`src/sv/pcc_pkg.sv`:
```
package pcc_pkg;

    localparam int DATA_W    = 16;
    localparam int GAIN_D_W  = 8;
    localparam int DIFF_W    = DATA_W + 1;
    localparam int PROD_W    = DIFF_W + DATA_W;
    localparam int DPROD_W   = DIFF_W + GAIN_D_W + 1;
    localparam int SUM_W     = PROD_W + 3;
    localparam int CFG_IDX_W = 3;

    localparam logic [CFG_IDX_W-1:0] CFG_GAIN_P  = CFG_IDX_W'(0);
    localparam logic [CFG_IDX_W-1:0] CFG_GAIN_I  = CFG_IDX_W'(1);
    localparam logic [CFG_IDX_W-1:0] CFG_GAIN_D  = CFG_IDX_W'(2);
    localparam logic [CFG_IDX_W-1:0] CFG_OUT_MIN = CFG_IDX_W'(3);
    localparam logic [CFG_IDX_W-1:0] CFG_OUT_MAX = CFG_IDX_W'(4);

    localparam logic signed [DATA_W-1:0] OUT_MIN_RESET = {1'b1, {(DATA_W-1){1'b0}}};
    localparam logic signed [DATA_W-1:0] OUT_MAX_RESET = {1'b0, {(DATA_W-1){1'b1}}};

    typedef struct packed {
        logic signed [DATA_W-1:0]   gain_p;
        logic signed [DATA_W-1:0]   gain_i;
        logic        [GAIN_D_W-1:0] gain_d;
        logic signed [DATA_W-1:0]   out_min;
        logic signed [DATA_W-1:0]   out_max;
    } cfg_t;

    typedef struct packed {
        logic signed [DIFF_W-1:0] err;
        logic signed [DIFF_W-1:0] dmeas;
    } diff_t;

    typedef struct packed {
        logic signed [PROD_W-1:0]  prop;
        logic signed [PROD_W-1:0]  iprod;
        logic signed [DPROD_W-1:0] dprod;
    } prod_t;

    // Lower bound first, then upper: the upper bound wins when they cross.
    function automatic logic signed [DATA_W-1:0] clamp_sum(
        input logic signed [SUM_W-1:0]  v,
        input logic signed [DATA_W-1:0] lo,
        input logic signed [DATA_W-1:0] hi
    );
        logic signed [SUM_W-1:0] r;
        logic signed [SUM_W-1:0] lo_w;
        logic signed [SUM_W-1:0] hi_w;
        lo_w = {{(SUM_W-DATA_W){lo[DATA_W-1]}}, lo};
        hi_w = {{(SUM_W-DATA_W){hi[DATA_W-1]}}, hi};
        r = v;
        if (r < lo_w)
        begin
            r = lo_w;
        end
        if (r > hi_w)
        begin
            r = hi_w;
        end
        return r[DATA_W-1:0];
    endfunction

endpackage

```
`src/sv/pcc_front.sv`:
```
module pcc_front (
    input  logic                               clk,
    input  logic                               rst_n,
    input  logic                               in_valid,
    output logic                               in_ready,
    input  logic signed [pcc_pkg::DATA_W-1:0]  target,
    input  logic signed [pcc_pkg::DATA_W-1:0]  measured,
    output logic                               s1_valid,
    input  logic                               s1_ready,
    output pcc_pkg::diff_t                     s1_data
);
    import pcc_pkg::*;

    logic                     s1_valid_reg;
    diff_t                    s1_data_reg;
    diff_t                    s1_data_next;
    logic signed [DATA_W-1:0] last_measured_reg;
    logic                     first_sample_reg;
    logic                     accept;
    logic signed [DIFF_W-1:0] tgt_w;
    logic signed [DIFF_W-1:0] meas_w;
    logic signed [DIFF_W-1:0] last_w;

    assign in_ready = !s1_valid_reg || s1_ready;
    assign accept   = in_valid && in_ready;

    always_comb
    begin
        tgt_w  = {target[DATA_W-1], target};
        meas_w = {measured[DATA_W-1], measured};
        last_w = {last_measured_reg[DATA_W-1], last_measured_reg};
        s1_data_next.err = tgt_w - meas_w;
        // first sample after reset: no previous measurement, zero change
        s1_data_next.dmeas = first_sample_reg ? '0 : (meas_w - last_w);
    end

    always_ff @(posedge clk or negedge rst_n)
    begin
        if (!rst_n)
        begin
            s1_valid_reg      <= 1'b0;
            last_measured_reg <= '0;
            first_sample_reg  <= 1'b1;
        end
        else
        begin
            if (in_ready)
            begin
                s1_valid_reg <= in_valid;
            end
            if (accept)
            begin
                last_measured_reg <= measured;
                first_sample_reg  <= 1'b0;
            end
        end
    end

    always_ff @(posedge clk)
    begin
        if (accept)
        begin
            s1_data_reg <= s1_data_next;
        end
    end

    assign s1_valid = s1_valid_reg;
    assign s1_data  = s1_data_reg;

    a_first_clears: assert property (@(posedge clk) disable iff (!rst_n)
        accept |=> !first_sample_reg)
        else $error("first-sample flag still set after an accepted beat");

    a_stall_only_when_full: assert property (@(posedge clk) disable iff (!rst_n)
        !in_ready |-> s1_valid_reg && !s1_ready)
        else $error("input stalled with an empty front stage");

endmodule

```
`src/sv/pcc_mul.sv`:
```
module pcc_mul (
    input  logic           clk,
    input  logic           rst_n,
    input  pcc_pkg::cfg_t  cfg,
    input  logic           s1_valid,
    output logic           s1_ready,
    input  pcc_pkg::diff_t s1_data,
    output logic           s2_valid,
    input  logic           s2_ready,
    output pcc_pkg::prod_t s2_data
);
    import pcc_pkg::*;

    logic  s2_valid_reg;
    prod_t s2_data_reg;
    prod_t s2_data_next;
    logic  take;

    assign s1_ready = !s2_valid_reg || s2_ready;
    assign take     = s1_valid && s1_ready;

    always_comb
    begin
        s2_data_next.prop  = $signed(s1_data.err) * $signed(cfg.gain_p);
        s2_data_next.iprod = $signed(s1_data.err) * $signed(cfg.gain_i);
        s2_data_next.dprod = $signed(s1_data.dmeas) * $signed({1'b0, cfg.gain_d});
    end

    always_ff @(posedge clk or negedge rst_n)
    begin
        if (!rst_n)
        begin
            s2_valid_reg <= 1'b0;
        end
        else if (s1_ready)
        begin
            s2_valid_reg <= s1_valid;
        end
    end

    always_ff @(posedge clk)
    begin
        if (take)
        begin
            s2_data_reg <= s2_data_next;
        end
    end

    assign s2_valid = s2_valid_reg;
    assign s2_data  = s2_data_reg;

endmodule

```
`src/sv/pcc_acc.sv`:
```
module pcc_acc (
    input  logic                              clk,
    input  logic                              rst_n,
    input  pcc_pkg::cfg_t                     cfg,
    input  logic                              s2_valid,
    output logic                              s2_ready,
    input  pcc_pkg::prod_t                    s2_data,
    output logic                              out_valid,
    input  logic                              out_ready,
    output logic signed [pcc_pkg::DATA_W-1:0] drive
);
    import pcc_pkg::*;

    logic                     out_valid_reg;
    logic signed [DATA_W-1:0] drive_reg;
    logic signed [DATA_W-1:0] drive_next;
    logic signed [DATA_W-1:0] integrator_reg;
    logic signed [DATA_W-1:0] integrator_next;
    logic signed [SUM_W-1:0]  acc_sum;
    logic signed [SUM_W-1:0]  total;
    logic                     take;

    assign s2_ready = !out_valid_reg || out_ready;
    assign take     = s2_valid && s2_ready;

    always_comb
    begin
        acc_sum = {{(SUM_W-DATA_W){integrator_reg[DATA_W-1]}}, integrator_reg}
                + {{(SUM_W-PROD_W){s2_data.iprod[PROD_W-1]}}, s2_data.iprod};
        integrator_next = clamp_sum(acc_sum, cfg.out_min, cfg.out_max);
        total = {{(SUM_W-PROD_W){s2_data.prop[PROD_W-1]}}, s2_data.prop}
              + {{(SUM_W-DATA_W){integrator_next[DATA_W-1]}}, integrator_next}
              - {{(SUM_W-DPROD_W){s2_data.dprod[DPROD_W-1]}}, s2_data.dprod};
        drive_next = clamp_sum(total, cfg.out_min, cfg.out_max);
    end

    always_ff @(posedge clk or negedge rst_n)
    begin
        if (!rst_n)
        begin
            out_valid_reg  <= 1'b0;
            integrator_reg <= '0;
        end
        else
        begin
            if (s2_ready)
            begin
                out_valid_reg <= s2_valid;
            end
            if (take)
            begin
                integrator_reg <= integrator_next;
            end
        end
    end

    always_ff @(posedge clk)
    begin
        if (take)
        begin
            drive_reg <= drive_next;
        end
    end

    assign out_valid = out_valid_reg;
    assign drive     = drive_reg;

    a_result_follows: assert property (@(posedge clk) disable iff (!rst_n)
        take |=> out_valid_reg)
        else $error("beat taken into the last stage but no result shown");

    a_drive_in_bounds: assert property (@(posedge clk) disable iff (!rst_n)
        take && (cfg.out_min <= cfg.out_max)
        |=> (drive_reg >= $past(cfg.out_min)) && (drive_reg <= $past(cfg.out_max))
            && (integrator_reg >= $past(cfg.out_min))
            && (integrator_reg <= $past(cfg.out_max)))
        else $error("drive or integrator outside the clamp window");

endmodule

```
`src/sv/pid_controller_clamped_core.sv`:
```
// Clamped PID controller, derivative taken on the measurement.
//
// Input channel (in_valid/in_ready): one beat carries target and measured.
// Output channel (out_valid/out_ready): one beat carries drive, exactly one
// result per input beat, in order.
// Config channel (cfg_valid/cfg_ready): cfg_index selects gain_p, gain_i,
// gain_d, out_min, out_max (0..4); other indexes are dropped. cfg_ready is
// always high. Write only while no beat is in flight.
//
// An accepted input beat passes three registered stages (front difference,
// multiply, integrate/clamp) to out_valid. Throughput: one beat per cycle
// while out_ready is high; the integrator loop closes in the last stage.
// Each stage holds its own beat, so a stalled receiver fills the stages one
// by one and in_ready drops only once all three hold a beat.
//
// Reset: gains 0, out_min -32768, out_max 32767, integrator and last
// measurement 0, first-sample flag set, all stages empty.
module pid_controller_clamped_core (
    input  logic                                  clk,
    input  logic                                  rst_n,
    input  logic                                  in_valid,
    output logic                                  in_ready,
    input  logic signed [pcc_pkg::DATA_W-1:0]     target,
    input  logic signed [pcc_pkg::DATA_W-1:0]     measured,
    output logic                                  out_valid,
    input  logic                                  out_ready,
    output logic signed [pcc_pkg::DATA_W-1:0]     drive,
    input  logic                                  cfg_valid,
    output logic                                  cfg_ready,
    input  logic        [pcc_pkg::CFG_IDX_W-1:0]  cfg_index,
    input  logic        [pcc_pkg::DATA_W-1:0]     cfg_data
);
    import pcc_pkg::*;

    cfg_t  cfg_reg;
    logic  s1_valid;
    logic  s1_ready;
    diff_t s1_data;
    logic  s2_valid;
    logic  s2_ready;
    prod_t s2_data;

    assign cfg_ready = 1'b1;

    // Register file: a write touches only the addressed register and
    // leaves the controller state alone.
    always_ff @(posedge clk or negedge rst_n)
    begin
        if (!rst_n)
        begin
            cfg_reg.gain_p  <= '0;
            cfg_reg.gain_i  <= '0;
            cfg_reg.gain_d  <= '0;
            cfg_reg.out_min <= OUT_MIN_RESET;
            cfg_reg.out_max <= OUT_MAX_RESET;
        end
        else if (cfg_valid && cfg_ready)
        begin
            unique case (cfg_index)
                CFG_GAIN_P:  cfg_reg.gain_p  <= cfg_data;
                CFG_GAIN_I:  cfg_reg.gain_i  <= cfg_data;
                CFG_GAIN_D:  cfg_reg.gain_d  <= cfg_data[GAIN_D_W-1:0];
                CFG_OUT_MIN: cfg_reg.out_min <= cfg_data;
                CFG_OUT_MAX: cfg_reg.out_max <= cfg_data;
                default:     ;
            endcase
        end
    end

    // Stage 1: error and measurement change.
    pcc_front u_front (
        .clk      (clk),
        .rst_n    (rst_n),
        .in_valid (in_valid),
        .in_ready (in_ready),
        .target   (target),
        .measured (measured),
        .s1_valid (s1_valid),
        .s1_ready (s1_ready),
        .s1_data  (s1_data)
    );

    // Stage 2: the three gain products, side by side.
    pcc_mul u_mul (
        .clk      (clk),
        .rst_n    (rst_n),
        .cfg      (cfg_reg),
        .s1_valid (s1_valid),
        .s1_ready (s1_ready),
        .s1_data  (s1_data),
        .s2_valid (s2_valid),
        .s2_ready (s2_ready),
        .s2_data  (s2_data)
    );

    // Stage 3: integrate, clamp, sum, clamp; result register.
    pcc_acc u_acc (
        .clk       (clk),
        .rst_n     (rst_n),
        .cfg       (cfg_reg),
        .s2_valid  (s2_valid),
        .s2_ready  (s2_ready),
        .s2_data   (s2_data),
        .out_valid (out_valid),
        .out_ready (out_ready),
        .drive     (drive)
    );

endmodule

```
`config.mk`:
```
export PLATFORM = sky130hd
export DESIGN_NAME = pid_controller_clamped_core
export DESIGN_NICKNAME = d
export VERILOG_FILES = /design/src/sv/pcc_pkg.sv /design/src/sv/pcc_front.sv /design/src/sv/pcc_mul.sv /design/src/sv/pcc_acc.sv /design/src/sv/pid_controller_clamped_core.sv
export SDC_FILE = /design/constraint.sdc
export NUM_CORES = 2
export LEC_CHECK = 0
export BUFFER_PORTS_ARGS = -buffer_cell sky130_fd_sc_hd__buf_2
export CAP_MARGIN = 20
export CORE_UTILIZATION = 30
export CTS_BUF_LIST = sky130_fd_sc_hd__clkbuf_8
export DETAILED_ROUTE_END_ITERATION = 6
export PLACE_DENSITY = 0.44
export SETUP_SLACK_MARGIN = 0.2
export SYNTH_ARGS = -nofsm -noshare
export SYNTH_HDL_FRONTEND = slang
export SYNTH_SLANG_ARGS = --single-unit
```
`constraint.sdc`:
```
create_clock -name clk -period 14.3 [get_ports clk]
set_input_delay 2.145 -clock clk [delete_from_list [all_inputs] [get_ports clk]]
set_output_delay 2.145 -clock clk [all_outputs]
set_load 0.1 [all_outputs]
```
# Yosys cells after proc, flatten, opt, wreduce, memory -nomap -nowiden
# Cells that the tools add are included.
dict set report word_totals {
  register_bits 250
  input_bits 56
  output_inout_bits 19
}
dict set report classes {
  n_addsub 5
  n_mul 3
  n_lt_le_gt_ge 4
  eq_ne 4
  mux 4
  n_reduce_logical 15
}
# op count
set ops {}
lappend ops {{36-bit by 16-bit > comparator with 1-bit output} 2}
lappend ops {{36-bit two-way mux} 2}
lappend ops {{17-bit by 16-bit multiplier with 33-bit output} 2}
lappend ops {{36-bit by 16-bit < comparator with 1-bit output} 1}
lappend ops {{36-bit subtractor} 1}
lappend ops {{16-bit by 33-bit adder with 34-bit output} 1}
lappend ops {{33-bit by 16-bit adder with 34-bit output} 1}
lappend ops {{34-bit by 16-bit < comparator with 1-bit output} 1}
lappend ops {{16-bit by 16-bit subtractor with 17-bit output} 2}
lappend ops {{16-bit two-way mux} 2}
lappend ops {{17-bit by 9-bit multiplier with 26-bit output} 1}
lappend ops {{2-bit AND reduction} 5}
lappend ops {{3-bit by 2-bit == test with 1-bit output (second input constant)} 2}
lappend ops {{3-bit by 1-bit == test with 1-bit output (second input constant)} 1}
lappend ops {{3-bit == test (second input constant)} 1}
lappend ops {{1-bit logical AND} 3}
lappend ops {{1-bit logical NOT} 3}
lappend ops {{3-bit logical NOT} 1}
lappend ops {{1-bit logical OR} 3}

# Longest topological paths before layout
dict set report logic_depth {
  ltp_word 11
  depth_mapped 80
}

# By module
# From an unflattened synthesis, not the netlist that was laid out.
dict set report unflattened {
  cells_unflattened 4634
  area_unflattened_um2 44108.6
}
# module n_inst cells_per_inst area_each_um2
set modules_own_cells {}
lappend modules_own_cells {pcc_mul 1 2961 28259.6}
lappend modules_own_cells {pcc_acc 1 1148 9584.2}
lappend modules_own_cells {pcc_front 1 367 3498.4}
lappend modules_own_cells {pid_controller_clamped_core 1 158 2766.4}

# Least setup slack after synthesis
# Ideal clock, no wire load.
dict set report synth_path {
  path_type {register to register}
  start {register u_mul.s2_data_reg, in the netlist u_mul.s2_data[26]}
  end {register u_acc.drive_reg[10] (netlist: u_acc.drive[10]), data pin}
  setup_time_ns 0.260
  arrival_ns 15.560
  path_slack_ns -1.520
  stages_incl_launch_ff 73
  cell_sequence {edfxtp_1 ha_1 fa_1 a211o_1 a21oi_1 o31ai_1 a211oi_2 o31ai_1 o41ai_2 o21bai_1 a21oi_1 xnor2_1 ha_1 a21o_1 a21o_1 a21oi_1 nor2b_1 o21ai_0 (+37 left out) nor2b_1 o211ai_1 a22oi_1 a21o_1 buf_2 buf_1 mux2_2 ha_1 a21o_1 a21o_1 a21oi_1 o21ai_1 a221oi_1 o221ai_1 a211oi_1 mux2i_1 clkbuf_1 mux2_2}
}
dict set report synth_between {
  elab_chain_cells 11
}
# item line
set synth_rtl {}
lappend synth_rtl {{start: declaration} pcc_mul.sv:15} ;# prod_t s2_data_reg;
lappend synth_rtl {{start signal: assignment} pcc_mul.sv:45} ;# s2_data_reg <= s2_data_next;
lappend synth_rtl {{16-bit by 33-bit adder with 34-bit output *} pcc_acc.sv:29} ;# + {{(SUM_W-PROD_W){s2_data.iprod[PROD_W-1]}}, s2_data.iprod};
lappend synth_rtl {{34-bit by 16-bit < comparator with 1-bit output} pcc_pkg.sv:51} ;# if (r < lo_w)
lappend synth_rtl {{36-bit two-way mux *} pcc_pkg.sv:51}
lappend synth_rtl {{36-bit by 16-bit > comparator with 1-bit output} pcc_pkg.sv:55} ;# if (r > hi_w)
lappend synth_rtl {{16-bit two-way mux *} pcc_pkg.sv:55}
lappend synth_rtl {{via u_acc.integrator_next[15]} pcc_acc.sv:18} ;# logic signed [DATA_W-1:0] integrator_next;
lappend synth_rtl {{33-bit by 16-bit adder with 34-bit output *} pcc_acc.sv:32} ;# + {{(SUM_W-DATA_W){integrator_next[DATA_W-1]}}, integrator_next}
lappend synth_rtl {{36-bit subtractor *} pcc_acc.sv:33} ;# - {{(SUM_W-DPROD_W){s2_data.dprod[DPROD_W-1]}}, s2_data.dprod};
lappend synth_rtl {{36-bit by 16-bit < comparator with 1-bit output} pcc_pkg.sv:51}
lappend synth_rtl {{36-bit two-way mux *} pcc_pkg.sv:51}
lappend synth_rtl {{36-bit by 16-bit > comparator with 1-bit output} pcc_pkg.sv:55}
lappend synth_rtl {{16-bit two-way mux *} pcc_pkg.sv:55}
lappend synth_rtl {{via u_acc.drive_next[10]} pcc_acc.sv:16} ;# logic signed [DATA_W-1:0] drive_next;
lappend synth_rtl {{end signal: assignment} pcc_acc.sv:61} ;# drive_reg <= drive_next;
lappend synth_rtl {{end: declaration} pcc_acc.sv:15} ;# logic signed [DATA_W-1:0] drive_reg;
# The timed path passes the listed nets; every way through them passes the cells marked *.
# A chain may end at the register's enable or synchronous reset.

# Worst setup path in the final report
dict set report layout_path {
  start {register u_acc.integrator_reg[0]}
  end {register u_acc.drive_reg[13] (netlist: u_acc.drive[13]), data pin}
}
dict set report layout_between {
  elab_chain_cells 11
}
# item line
set layout_rtl {}
lappend layout_rtl {{start: declaration} pcc_acc.sv:17} ;# logic signed [DATA_W-1:0] integrator_reg;
lappend layout_rtl {{start signal: assignment} pcc_acc.sv:52} ;# integrator_reg <= integrator_next;
lappend layout_rtl {{16-bit by 33-bit adder with 34-bit output *} pcc_acc.sv:29}
lappend layout_rtl {{34-bit by 16-bit < comparator with 1-bit output} pcc_pkg.sv:51}
lappend layout_rtl {{36-bit two-way mux *} pcc_pkg.sv:51}
lappend layout_rtl {{36-bit by 16-bit > comparator with 1-bit output} pcc_pkg.sv:55}
lappend layout_rtl {{16-bit two-way mux *} pcc_pkg.sv:55}
lappend layout_rtl {{via u_acc.integrator_next[15]} pcc_acc.sv:18}
lappend layout_rtl {{33-bit by 16-bit adder with 34-bit output *} pcc_acc.sv:32}
lappend layout_rtl {{36-bit subtractor *} pcc_acc.sv:33}
lappend layout_rtl {{36-bit by 16-bit < comparator with 1-bit output} pcc_pkg.sv:51}
lappend layout_rtl {{36-bit two-way mux *} pcc_pkg.sv:51}
lappend layout_rtl {{36-bit by 16-bit > comparator with 1-bit output} pcc_pkg.sv:55}
lappend layout_rtl {{16-bit two-way mux *} pcc_pkg.sv:55}
lappend layout_rtl {{via u_acc.drive_next[13]} pcc_acc.sv:16}
# Marks and branches as above.

==> run summary <==
fin crit share: 103%
CTS tree: built
Critical Path Sink Type: register
number of remaining DRC errors: 0
Worst-path clk slew: 0.06 ns
CP startpoint kind: register
RSZ-0062 raised after global routing: yes
Post-Syn Area: 44,000 um^2
Final Setup Violations: 16
Top FF cell, synth: edfxtp_1
Clock Skews: 0.0472 ns
port bufs: 73
post-route setup slack: -0.491 ns
worst endpoint data arrival time: 15.21 ns
global-route wire length before repair: 209,000 um
max-slew violations: 0
Max Freq: 67.6 MHz
Syn Area/Cell: 9.37 um^2
drt total wl: 132,000 um
final core occ: 35.6%
die width: 385 um
clk sink count: 250
area grow syn2layout: 17.8%
layout net count: 6,343
Initial DRT Pass Iterations: 5
total track usage: 18.3%
Max Cap Violations: 0
worst slew pin tran: 0.971 ns
1st-iter DRT viols: 1,746
Post-Layout Cell Count: 7,094
largest stage delay on the critical path: 0.39 ns
Synth Net Count: 5,903
CP Max Fanout: 8
DP Wirelength: 106,000 um
htree depth: 2
CTS Buf Count: 54
Bufs and invs on worst path: 11
Post-DRT Antenna Nets: 0
GRT Residual Overflow: 0
commonest non-fill, non-tap cell in the layout: inv_1
Hold Crit Class: register to register
largest net degree at the start of global routing: 60
FFs w/ async S/R, synth: 43.2%
normalized max-slew margin: 34.7%
most frequent cells in the layout: 901 x inv_1, 663 x fa_1, 494 x nand2_1, 470 x ha_1, 434 x buf_4
Top delay family on crit path: compound AO/OA/AOI/OAI gates
Setup Crit Path Kind: register to register
max reg flops: 92
Synthesis Warnings: 0
failing checks: negative setup slack
Synth Register Bits: 250
Netlist cell types: 82
Gate Count Post-Synth: 4,692
clk buf depth: 3
Final Critical Period: 14.79 ns
area of the core: 146,000 um^2
hold-fix buffer count after cts: 0
number of flops mapped to enable cells by yosys: 142
initial antenna violation count: 8
Worst EP required: 14.72 ns
RD Place Congestion: 0.872
via count: 33,070
Placed Cells: 6,953
CP most frequent cell: a21o_1
Initial Utilization: 30.2%
Hold Slack: 0.478 ns
register area share after synthesis: 15.9%
Final Hold Vio Count: 0
vias in the first global route: 35,440
status: complete, but fails checks
worst-skew pair later-pin latency: 0.70 ns
Die Area: 148,000 um^2
layout cells sized above 1: 16.2%
Die H: 385 um
Root Buffer: clkbuf_8
Site Rows: 140
Crit-path slowest cell: o311a_1
vias per cell: 4.66
Routed WL per cell: 18.6 um
top-level I/O count: 75
-- kinds of logic (layout without fill, tap and decap cells) --
group                      Yosys count  after routing  synth area share (%)
and+or+nand+nor                   1243           1244                  13.9
adders and majority gates         1155           1155                  44.2
buffers and inverters             1032           1514                  8.83
AOI/OAI and AO/OA                  705            705                  10.5
DFF                                250            250                  15.9
xor gates and xnor gates           201            201                  4.01
muxes                              105            105                  2.63
other                                1              3               0.00853
-- cell usage after synthesis (34+ instances only) --
cell type	instances	area, um^2
nand2b_1	62	388
o21ai_0	144	721
edfxtp_1	142	4260
dfrtp_1	91	2280
mux2_2	84	946
nand2_1	500	1880
nand3_1	44	220
a21oi_1	181	906
and2_1	306	1910
ha_1	490	6130
fa_1	665	13300
nor2b_1	36	225
inv_1	887	3330
a21o_1	146	1100
nor3_1	43	215
clkbuf_1	136	510
xnor2_1	149	1310
nand4_1	34	213
xor2_1	52	455
nor2_1	149	559
-- metrics by stage --
step / worst slack, ns / TNS (ns) / cell area, um^2
2_1_floorplan: 0.0888 / 0 / 44200
3_3_place_gp: -0.607 / -9.01 / 49500
3_5_place_dp: -0.826 / -12.34 / 49500
4_1_cts: -0.324 / -3.99 / 51300
5_1_grt: -1.20 / -17.88 / 51800
6_report: -0.491 / -6.82 / 51800
-- what timing repair did --
action / CTS / global route
setup endpoints to repair: 16 / 16
pin swaps: 38 / 53
gates cloned: 4 / 0
gates resized for setup: 74 / 64
setup buffers: 26 / 10
endpoints found under the hold margin: 0 / 0
-- worst min-delay path, delay by kind of cell (launching register included) --
family / cells / cell delay, ns
compound gates: 1 / 0.06
simple gates: 1 / 0.05
flops: 1 / 0.34
-- final cells by class --
| cell class | instances | area, um^2 |
|---|---|---|
| fill | 15021 | 93800 |
| multi-input combinational | 3411 | 33900 |
| sequential | 250 | 6990 |
| timing repair buffer | 528 | 3970 |
| inverter | 887 | 3330 |
| tap | 1917 | 2400 |
| clock buffer | 62 | 853 |
| clock inverter | 37 | 320 |
| antenna | 2 | 5.00 |
-- path summary, 6_finish.rpt --
check	from	to	slack [ns]	cells after the start
setup / recovery	u_acc.integrator_reg[0]	u_acc.drive[13]	-0.49	75
hold / removal	u_front.last_measured_reg[7]	u_front.last_measured_reg[7]	0.48	2
min in group asynchronous	rst_n	u_acc.out_valid	1.29	1
hold reg to reg	u_front.last_measured_reg[7]	u_front.last_measured_reg[7]	0.48	2
max in group asynchronous	rst_n	cfg_reg[24]	11.27	3
setup reg to reg	u_acc.integrator_reg[0]	u_acc.drive[13]	-0.49	75
-- metal layers --
metal	GRT usage, %	share of wire, %	up-vias
met2	29.9	46	421
met5	0	0.011	-
li1	-	-	15986
met3	1.61	2.9	115
met1	26.4	50	16546
met4	3.34	1.7	2
Power is not shown: default switching activity piles up to over one toggle a cycle in this logic, so the estimate is an artifact.
